**src/hdl/hufdec_pkg.sv**
```systemverilog
`timescale 1ns / 1ps
`default_nettype none

package hufdec_pkg;

    // Tree size and alphabet size.
    localparam int MAX_SYMBOLS = 256;
    localparam int NODE_COUNT  = 512;

    // Field widths fixed by the item layout.
    localparam int IDX_W     = 9;
    localparam int ENTRY_W   = 2 * IDX_W + 1;
    localparam int NODE_AW   = (NODE_COUNT > 1) ? $clog2(NODE_COUNT) : 1;
    localparam int NODE_AW_X = (NODE_AW > IDX_W) ? NODE_AW : IDX_W;

    localparam logic [IDX_W-1:0] END_SYMBOL_RESET = IDX_W'((MAX_SYMBOLS + 1) % 512);

    typedef enum logic [1:0] {
        OP_DECODE  = 2'd0,
        OP_WRITE   = 2'd1,
        OP_RESTART = 2'd2,
        OP_NONE    = 2'd3
    } t_opcode;

    typedef enum logic [1:0] {
        ST_NONE   = 2'd0,
        ST_SYMBOL = 2'd1,
        ST_END    = 2'd2,
        ST_ERROR  = 2'd3
    } t_status;

    typedef enum logic [1:0] {
        S_IDLE,
        S_READ,
        S_EMIT
    } t_state;

    typedef struct packed {
        logic             is_leaf;
        logic [IDX_W-1:0] left_or_symbol;
        logic [IDX_W-1:0] right_index;
    } t_entry;

    typedef struct packed {
        t_opcode          opcode;
        logic             code_bit;
        logic [IDX_W-1:0] node_index;
        logic             node_is_leaf;
        logic [IDX_W-1:0] left_or_symbol;
        logic [IDX_W-1:0] right_index;
    } t_item;

    typedef struct packed {
        t_status          status;
        logic [IDX_W-1:0] symbol;
    } t_result;

    // True when a node index names an entry of the table.
    function automatic logic idx_in_range(input logic [IDX_W-1:0] idx);
        return int'(idx) < NODE_COUNT;
    endfunction

    // Memory address of a node index.
    function automatic logic [NODE_AW-1:0] idx_to_addr(input logic [IDX_W-1:0] idx);
        logic [NODE_AW_X-1:0] wide;
        wide = NODE_AW_X'(idx);
        return wide[NODE_AW-1:0];
    endfunction

endpackage

`default_nettype wire

```
**src/hdl/hufdec_cfg.sv**
```systemverilog
`timescale 1ns / 1ps
`default_nettype none

// Register file holding the end symbol.
module hufdec_cfg
    import hufdec_pkg::*;
(
    input  wire logic             i_clk,
    input  wire logic             i_rst_n,
    input  wire logic             psel,
    input  wire logic             penable,
    input  wire logic             pwrite,
    input  wire logic [2:0]       paddr,
    input  wire logic [31:0]      pwdata,
    output logic      [31:0]      prdata,
    output logic                  pready,
    output logic      [IDX_W-1:0] o_end_symbol
);

    logic [IDX_W-1:0] r_end_symbol;
    logic [IDX_W-1:0] n_end_symbol;

    always_comb begin
        n_end_symbol = r_end_symbol;
        if (psel && penable && pwrite && !paddr[2]) begin
            n_end_symbol = pwdata[IDX_W-1:0];
        end
    end

    always_ff @(posedge i_clk) begin
        if (!i_rst_n) begin
            r_end_symbol <= END_SYMBOL_RESET;
        end else begin
            r_end_symbol <= n_end_symbol;
        end
    end

    assign prdata       = paddr[2] ? 32'd0 : 32'(r_end_symbol);
    assign pready       = 1'b1;
    assign o_end_symbol = r_end_symbol;

endmodule

`default_nettype wire

```
**config.mk**
```make
export PLATFORM = sky130hd
export DESIGN_NAME = hufdec_cfg
export DESIGN_NICKNAME = d
export VERILOG_FILES = /design/src/hdl/hufdec_pkg.sv /design/src/hdl/hufdec_cfg.sv
export SDC_FILE = /design/constraint.sdc
export NUM_CORES = 1
export LEC_CHECK = 0
export BUFFER_PORTS_ARGS = -buffer_cell sky130_fd_sc_hd__buf_2
export CAP_MARGIN = 25
export CORE_MARGIN = 2
export CORE_UTILIZATION = 31
export CTS_CLUSTER_SIZE = 8
export DETAILED_ROUTE_END_ITERATION = 6
export GPL_ROUTABILITY_DRIVEN = 0
export PLACE_DENSITY_LB_ADDON = 0.12
export SETUP_SLACK_MARGIN = 0.02
export SLEW_MARGIN = 5
export SYNTH_ARGS = -nofsm -noshare
export SYNTH_HDL_FRONTEND = slang
export SYNTH_SLANG_ARGS = --single-unit
```
**constraint.sdc**
```tcl
create_clock -name i_clk -period 0.8 [get_ports i_clk]
set_input_delay 0.04 -clock i_clk [delete_from_list [all_inputs] [get_ports i_clk]]
set_output_delay 0.04 -clock i_clk [all_outputs]
set_load 0.03 [all_outputs]
```
Word-level counts from Yosys, hierarchy flattened
Cells that the tools add are included.

storage, ports and cells
  input bits = 40
  register bits after elaboration = 9
  output and inout port bits = 42
  word-level logic and storage cells = 6

cells by class
  mux-type cells = 1
  reduce and logical (&&, ||, !) cells = 4

operators by type and width
  kind               count
  $mux 9             1
  $logic_and 1x1->1  3
  $logic_not 1->1    1

Logic depth before layout (Yosys ltp)
Gate-level depths: netlist of the first run.

  word-level depth = 3
  gate-level depth with buffers = 4
  gate-level depth less buffers = 2

Least setup slack after synthesis of the first run
OpenSTA, ideal clock, no wires.

  path type = flip-flop to output port
  start = register r_end_symbol[0] (netlist: o_end_symbol[0])
  end = output port prdata[0]
  stages on the path, launching flop included = 2
  data required time = 760 ps
  path slack = -24 ps
  arrival time = 784 ps
  path buffers = 0
  cells stage by stage = dfxtp_1 -> and2b_2

on the way
  longest elaborated chain between the ends = 1

RTL lines
  what                    RTL line          text
  from (decl)             hufdec_cfg.sv:20  logic [IDX_W-1:0] r_end_symbol;
  from (signal assigned)  hufdec_cfg.sv:34  r_end_symbol <= n_end_symbol;
  $mux 9                  hufdec_cfg.sv:38  assign prdata = paddr[2] ? 32'd0 : 32'(r_end_symbol);
  to (decl)               hufdec_cfg.sv:15  output logic [31:0] prdata,

No other way between the ends.

Worst setup path after layout of the first run
  start = register r_end_symbol[4] (netlist: o_end_symbol[4])
  end = output port prdata[4]

The elaborated chain is that of the path after synthesis.

==> results by group, run 1 <==
Critical path
  – Data arrival time of the critical path: 0.91 ns
  – Endpoint class of the critical path: output port
  – Critical Path RT: 0.76 ns
  – Crit start category: flop
  – Worst R2R Setup Slack: 0.06 ns
  – CP Class: reg2out
  – R2r startpoint: o_end_symbol[5]$_SDFFE_PN0P_
  – Worst Path Max Fanout: 3
  – Worst setup startpoint: o_end_symbol[4]$_SDFFE_PN0P_

Run status
  – Failing checks: negative setup slack
  – Status: finished, violations left

Global route
  – Initial antenna violation count: 0
  – Overflow left after global routing: 0
  – Pin count of the biggest net entering global routing: 19
  – Vias in the first global route: 426
  – Total Routing Usage GR: 10.5%
  – First-pass GRT wire length: 1880 um

Yosys
  – Simple-gate area share of the yosys netlist: 25.8%
  – Xor-xnor portion of the synthesized cell area: 0%
  – Synth Area in Adders: 0%
  – Synth Cell Area: 644 um^2
  – Area contributors post-synth: dfxtp_1, buf_4, mux2i_1
  – Register area share after synthesis: 28.0%
  – Netlist cell types: 11
  – Cells after synthesis: 75
  – Synth top area share: 28.0%
  – Combinational family with the most area after synthesis: buffers and inverters
  – Synth area leader: dfxtp_1
  – Syn_area_per_cell: 8.59 um^2
  – Syn. warnings: 0
  – Compound-Gate Fraction of Synth Area: 0%
  – FF+latch count, synth: 9
  – Post-synthesis mux area share: 14.0%

STA
  – Final Skew: 0 ns
  – Final setup viols: 15
  – Hold slack final: 0.0208 ns
  – Unrepaired setup endpoints after global routing: true
  – Slew Viols, Final: 0
  – Fmax: 1050 MHz
  – Final-report hold violation count: 0
  – Post-route setup slack: -0.154 ns
  – Final worst path period share: 119%
  – Period minus WS final: 0.954 ns

Layout
  – Max reg flops: 9
  – Final core occ: 49.9%
  – Antenna diodes: 0
  – Share of cells above drive strength 1: 53.4%
  – Most frequent cells in the layout: conb_1, buf_6, nand2_1, buf_2
  – Final cell count without fillers: 143
  – Nets: 157
  – Area delta synth->final: 52.0%
  – Most common cell after layout, fill and taps aside: conb_1

Floorplanning
  – Die area: 2460 um^2
  – Row Count: 16
  – Starting Density: 32.8%
  – Die width: 49.6 um
  – Core box area: 1960 um^2
  – DIE HEIGHT: 49.6 um
  – I/O pin total: 82

Routing
  – Drt pass-1 iters: 2
  – Antenna-violating nets left: 0
  – Wirelength per Cell: 9.08 um
  – Via count: 535
  – DRC viols: 0
  – Detailed Route WL: 1300 um
  – Initial DRC Count: 4
  – Via density: 3.74

Clock network
  – Root Buffer: clkbuf_4
  – Clk Latency, worst-skew pair: 0.25 ns
  – CTS tree: done
  – CTS clk-pin slew, worst paths: 0.06 ns
  – Clock Path Buffers: 2
  – H-tree levels: 1
  – TritonCTS Sinks: 9
  – Num CTS Buffers: 3

Placed design
  – Cells after DPL: 131
  – I/O Buffers: 32
  – DP Worst Slack: -0.0482 ns

Flow run
  – Max_cap viols: 0

Pwr
  – Max VDD drop: 0.000672 V
  – Power per cell area: 1190 nW/um^2
  – Leakage: 0.495 nW

Min path
  – Worst hold start: pwdata[6]
  – Hold WC Path Type: in2reg
[worst max-delay path: stages (launching register included)]
cell	delay, ns
dfxtp_2	0.34
and2b_2	0.19
buf_6	0.13
[metal layers]
metal | global-route usage (%) | share of wire (%) | vias up
li1 | - | - | 270
met1 | 11.8 | 42 | 234
met2 | 16.2 | 50 | 29
met3 | 3.33 | 6.6 | 2
met4 | 8.33 | 1.8 | 0
met5 | 0 | 0 | -
[per-stage QoR]
step / power, mW / setup TNS [ns] / cell area (um^2)
3_3_place_gp: 0.788 / -0.196 / 759
5_1_grt: 1.24 / -2.16 / 980
2_1_floorplan: 0.813 / 0 / 738
3_5_place_dp: 0.790 / -0.307 / 759
4_1_cts: 1.19 / -1.62 / 910
6_report: 1.17 / -1.58 / 980
[logic make-up (layout without fill, tap and decap cells)]
logic type    Yosys count  after routing
simple gates           28             28
buf+inv                27             46
mux                     9              9
flops                   9              9
other cells             2             24
[Yosys cell counts]
| cell type | count |
|---|---|
| buf_4 | 24 |
| mux2i_1 | 9 |
| conb_1 | 2 |
| nand2_1 | 14 |
| and2b_2 | 9 |
| clkbuf_1 | 1 |
| nor2b_1 | 4 |
| buf_2 | 1 |
| dfxtp_1 | 9 |
| buf_6 | 1 |
| and4b_1 | 1 |
[what timing repair did]
item                                    4_1_cts  5_1_grt
endpoints found under the setup margin       18       19
hold endpoints to repair                      1        0
setup buffers                                 3        4
resized for setup                            30       12
hold buffers                                  1        0
[worst paths after layout]
check	endpoint	cells past startpoint
worst max-delay path	prdata[4]	2
worst min-delay path	o_end_symbol[6]$_SDFFE_PN0P_	3
worst max register to register	o_end_symbol[5]$_SDFFE_PN0P_	4
worst min register to register	o_end_symbol[2]$_SDFFE_PN0P_	2
[report_power, final]
group	internal [mW]	switching, mW	total, mW
Sequential	0.460	0.00737	0.467
Combinational	0.113	0.247	0.360
Clock	0.192	0.148	0.340
[layout make-up]
cell class | instances | area, um^2
Timing Repair Buffer | 42 | 382
Sequential cell | 9 | 191
Fill cell | 199 | 982
Multi-Input combinational cell | 61 | 347
Clock buffer | 4 | 26.3
Tap cell | 27 | 33.8
Power figures use the tool's default switching activity.
==> inputs of run 2 (changes only) <==
- CORE_UTILIZATION: 31 -> 32
- CTS_BUF_LIST: unset -> sky130_fd_sc_hd__clkbuf_2 sky130_fd_sc_hd__clkbuf_4 sky130_fd_sc_hd__clkbuf_8
- PLACE_DENSITY: unset -> 0.8
- PLACE_DENSITY_LB_ADDON: 0.12 -> unset
==> results by group, run 2 (same netlist as run 1, synthesis figures left out) <==
Layout
  – Nets: 158
  – Final Cell Area: 988 um^2
  – # fillers: 188
  – Max reg flops: 9
  – Most frequent cells in the layout: conb_1, buf_6, nand2_1, buf_2
  – Sequential Area: 191 um^2
  – Most common cell after layout, fill and taps aside: conb_1
  – Antenna diodes: 0
  – Share of cells above drive strength 1: 54.7%
  – Area of the multi-input gates: 349 um^2
  – Area delta synth->final: 53.4%

Clock network
  – Clock Path Buffers: 2
  – H-tree levels: 1
  – Num CTS Buffers: 3
  – CTS clk-pin slew, worst paths: 0.06 ns
  – CTS tree: done
  – TritonCTS Sinks: 9
  – Clk Latency, worst-skew pair: 0.26 ns
  – Root Buffer: clkbuf_4

Critical path
  – Data arrival time of the critical path: 0.92 ns
  – Slowest CP cell: dfxtp_2
  – Worst Path Max Fanout: 3
  – Reg-to-reg critical path endpoint: o_end_symbol[8]$_SDFFE_PN1P_
  – Crit start category: flop
  – Critical Path RT: 0.76 ns
  – Worst R2R Setup Slack: -0.01 ns
  – Crit path cell chain: and2b_2 > buf_6
  – CP Class: reg2out
  – Endpoint class of the critical path: output port
  – CP max stage delay: 0.33 ns
  – R2r startpoint: o_end_symbol[8]$_SDFFE_PN1P_
  – FF-to-FF path depth: 4

Pwr
  – Max VDD drop: 0.00110 V
  – Leakage: 0.501 nW
  – Pwr Total: 1.23 mW
  – Power per cell area: 1240 nW/um^2

STA
  – Final setup viols: 13
  – Period minus WS final: 0.956 ns
  – Fmax: 1050 MHz
  – Final worst path period share: 119%
  – Final-report hold violation count: 0
  – Slew Viols, Final: 0
  – Unrepaired setup endpoints after global routing: true
  – Post-route setup slack: -0.156 ns
  – Final Skew: 0 ns

Min path
  – WHS Path Cells: 3
  – Worst hold start: pwdata[1]
  – Hold Path Sink: o_end_symbol[1]$_SDFFE_PN0P_
  – Hold WC Path Type: in2reg

Global route
  – Overflow left after global routing: 0
  – Pin count of the biggest net entering global routing: 13
  – First-pass GRT wire length: 2220 um
  – Total Routing Usage GR: 12.3%
  – Vias in the first global route: 499
  – Initial antenna violation count: 0

Routing
  – Detailed Route WL: 1350 um
  – Via count: 551
  – Antenna-violating nets left: 0
  – DRC viols: 0
  – Via density: 3.83
  – Drt pass-1 iters: 2
  – Initial DRC Count: 4
  – Wirelength per Cell: 9.40 um

Floorplanning
  – DIE HEIGHT: 48.9 um
  – Core box area: 1920 um^2
  – Die width: 48.9 um
  – Die area: 2390 um^2
  – Row Count: 16
  – Starting Density: 33.5%
  – I/O pin total: 82

Run status
  – Status: finished, violations left
  – Failing checks: negative setup slack

Placed design
  – I/O Buffers: 32
  – DP Area: 774 um^2
  – Post-DP HPWL: 976 um

Flow run
  – Max_cap viols: 0
-- run 2: cell count changes in the layout (fill, tap and decap cells not counted), sizes merged --
| cell | before | now |
|---|---|---|
| dlygate4sd3 | 1 | 2 |
-- run 2: area by class of cell --
class	count	area share (%)
Sequential cell	9	19.4
Tap cell	27	3.42
Timing Repair Buffer	43	38.9
Multi-Input combinational cell	61	35.3
Clock buffer	4	3.04
-- run 2: metrics by stage --
stage / TNS [ns] / hold WS (ns) / worst slack, ns / util, % / cells
after floorplan: 0 / 0.175 / 0.0939 / - / 97
after global placement: -0.160 / 0.283 / -0.0307 / 40.3 / 133
after detailed placement: -0.254 / 0.291 / -0.0564 / 40.3 / 133
after CTS: -1.68 / 0.00489 / -0.162 / 48.0 / 141
after global routing: -2.33 / 0.00206 / -0.213 / 51.4 / 144
final: -1.56 / 0.0147 / -0.156 / 51.4 / 144
-- run 2: report_power, final --
group	switching (mW)	internal, mW	total [mW]
registers	0.00768	0.460	0.468
clock network	0.163	0.226	0.389
logic	0.250	0.121	0.371
-- run 2: worst max-delay path by stage --
stage,from,end,cells after the start
final,o_end_symbol[1]$_SDFFE_PN0P_,prdata[1],2
after global routing,o_end_symbol[0]$_SDFFE_PN1P_,prdata[0],2
after CTS,o_end_symbol[1]$_SDFFE_PN0P_,prdata[1],2
after detailed placement,paddr[2],o_end_symbol[5]$_SDFFE_PN0P_,4
after global placement,paddr[2],o_end_symbol[5]$_SDFFE_PN0P_,4
after floorplan,i_rst_n,o_end_symbol[1]$_SDFFE_PN0P_,4
-- run 2: timing repair --
item | in CTS | in global routing
endpoints found under the hold margin | 0 | 2
hold buffers | 0 | 2
endpoints found under the setup margin | 18 | 20
setup buffers | 4 | 1
resized for setup | 29 | 13
-- run 2: metal layers --
metal	track usage, %	wire, um
met1	10.9	491
met2	23.3	725
met3	6.44	137
met4	4.29	0
met5	0	0
-- run 2: worst max-delay path, delay by kind of cell (launching register included) --
family	cells	cell delay (ns)
DFF	1	0.33
and+or+nand+nor	1	0.19
buffers and inverters	1	0.13
==> inputs of run 3 (changes only) <==
- CORE_MARGIN: 2 -> 10
==> results by group, run 3 (same netlist as run 1, synthesis figures left out) <==
Run status
  – Status: finished, violations left
  – Failing checks: negative setup slack

Floorplanning
  – Die width: 64.9 um
  – Row Count: 16
  – Core box area: 1940 um^2
  – DIE HEIGHT: 64.9 um
  – Die area: 4210 um^2
  – I/O pin total: 82
  – Starting Density: 33.2%

Critical path
  – Crit path cell chain: and2b_2 > buf_6
  – Reg-to-reg critical path endpoint: o_end_symbol[1]$_SDFFE_PN0P_
  – Endpoint class of the critical path: output port
  – CP Class: reg2out
  – Worst Path Max Fanout: 3
  – Worst R2R Setup Slack: 0.05 ns
  – R2r startpoint: o_end_symbol[1]$_SDFFE_PN0P_
  – Critical Path RT: 0.76 ns
  – Data arrival time of the critical path: 0.92 ns
  – Slowest CP cell: dfxtp_2
  – CP max stage delay: 0.33 ns
  – FF-to-FF path depth: 4
  – Crit start category: flop

Min path
  – Hold WC Path Type: in2reg
  – Worst hold start: pwdata[4]
  – WHS Path Cells: 3
  – Hold Path Sink: o_end_symbol[4]$_SDFFE_PN0P_

Layout
  – Share of cells above drive strength 1: 54.7%
  – Nets: 158
  – Max reg flops: 9
  – Most frequent cells in the layout: conb_1, buf_6, buf_2
  – # fillers: 208
  – Antenna diodes: 0
  – Most common cell after layout, fill and taps aside: conb_1
  – Final core occ: 49.9%
  – Area delta synth->final: 50.5%
  – Final cell count without fillers: 144

STA
  – Final worst path period share: 120%
  – Period minus WS final: 0.957 ns
  – Post-route setup slack: -0.157 ns
  – Final setup viols: 13
  – Fmax: 1040 MHz
  – Unrepaired setup endpoints after global routing: true
  – Final Skew: 0 ns
  – Hold slack final: 0.0119 ns
  – Final-report hold violation count: 0
  – Setup_tns: -1.56 ns
  – Slew Viols, Final: 0

Routing
  – Via density: 3.80
  – Drt pass-1 iters: 2
  – Initial DRC Count: 11
  – Detailed Route WL: 1790 um
  – Via count: 547
  – DRC viols: 0
  – Antenna-violating nets left: 0
  – Wirelength per Cell: 12.5 um

Placed design
  – DP Worst Slack: -0.0600 ns
  – Post-DP HPWL: 1460 um
  – I/O Buffers: 32
  – Cells after DPL: 133

Pwr
  – Leakage: 0.498 nW
  – Max VDD drop: 0.000805 V
  – Power per cell area: 1270 nW/um^2

Clock network
  – TritonCTS Sinks: 9
  – Root Buffer: clkbuf_4
  – H-tree levels: 1
  – Clock Path Buffers: 2
  – Clk Latency, worst-skew pair: 0.26 ns
  – CTS tree: done
  – CTS clk-pin slew, worst paths: 0.07 ns
  – Num CTS Buffers: 3

Global route
  – First-pass GRT wire length: 2820 um
  – Initial antenna violation count: 0
  – Total Routing Usage GR: 8.33%
  – Pin count of the biggest net entering global routing: 13
  – Overflow left after global routing: 0
  – Vias in the first global route: 611

Flow run
  – Max_cap viols: 0
## run 3: what timing repair did
| item | in CTS | in global routing |
|---|---|---|
| setup endpoints to repair | 18 | 18 |
| hold buffers | 2 | 0 |
| endpoints found under the hold margin | 2 | 0 |
| resized for setup | 27 | 10 |
| setup buffers | 2 | 3 |
## run 3: final cells by class
type / instances / area [um^2] / area share, %
Sequential cell: 9 / 191 / 19.7
Timing Repair Buffer: 43 / 365 / 37.7
Tap cell: 27 / 33.8 / 3.48
Multi-Input combinational cell: 61 / 349 / 36.0
Clock buffer: 4 / 30.0 / 3.10
## run 3: critical path: cells and delay by family, from the launching register on
kind / cells / cell delay [ns]
and+or+nand+nor: 1 / 0.19
buffers and inverters: 1 / 0.13
DFF: 1 / 0.33
## run 3: routing by layer
metal  track usage [%]  share of wire (%)
met1              6.96                 34
met5                 0                  0
met4              2.41                  0
met3              6.87                 13
met2              14.7                 53
## run 3: metrics by stage
stage	instance area, um^2	power (mW)
after floorplan	738	0.813
after global placement	774	0.799
after detailed placement	774	0.802
after CTS	921	1.25
after global routing	970	1.32
final	970	1.23
## run 3: worst max path at each step
stage	startpoint	to	slack, ns	depth (start not counted)
4_1_cts	o_end_symbol[3]$_SDFFE_PN0P_	prdata[3]	-0.17	2
3_5_place_dp	paddr[2]	o_end_symbol[4]$_SDFFE_PN0P_	-0.06	4
3_3_place_gp	paddr[2]	o_end_symbol[4]$_SDFFE_PN0P_	-0.04	4
5_1_grt	o_end_symbol[0]$_SDFFE_PN1P_	prdata[0]	-0.20	2
6_report	o_end_symbol[4]$_SDFFE_PN0P_	prdata[4]	-0.16	2
2_1_floorplan	i_rst_n	o_end_symbol[1]$_SDFFE_PN0P_	0.09	4
## run 3: report_power, final
part / internal (mW) / leakage, nW / total, mW / switching (mW)
clock network: 0.227 / 0.0184 / 0.397 / 0.170
logic: 0.118 / 0.405 / 0.371 / 0.253
registers: 0.460 / 0.0754 / 0.467 / 0.00688
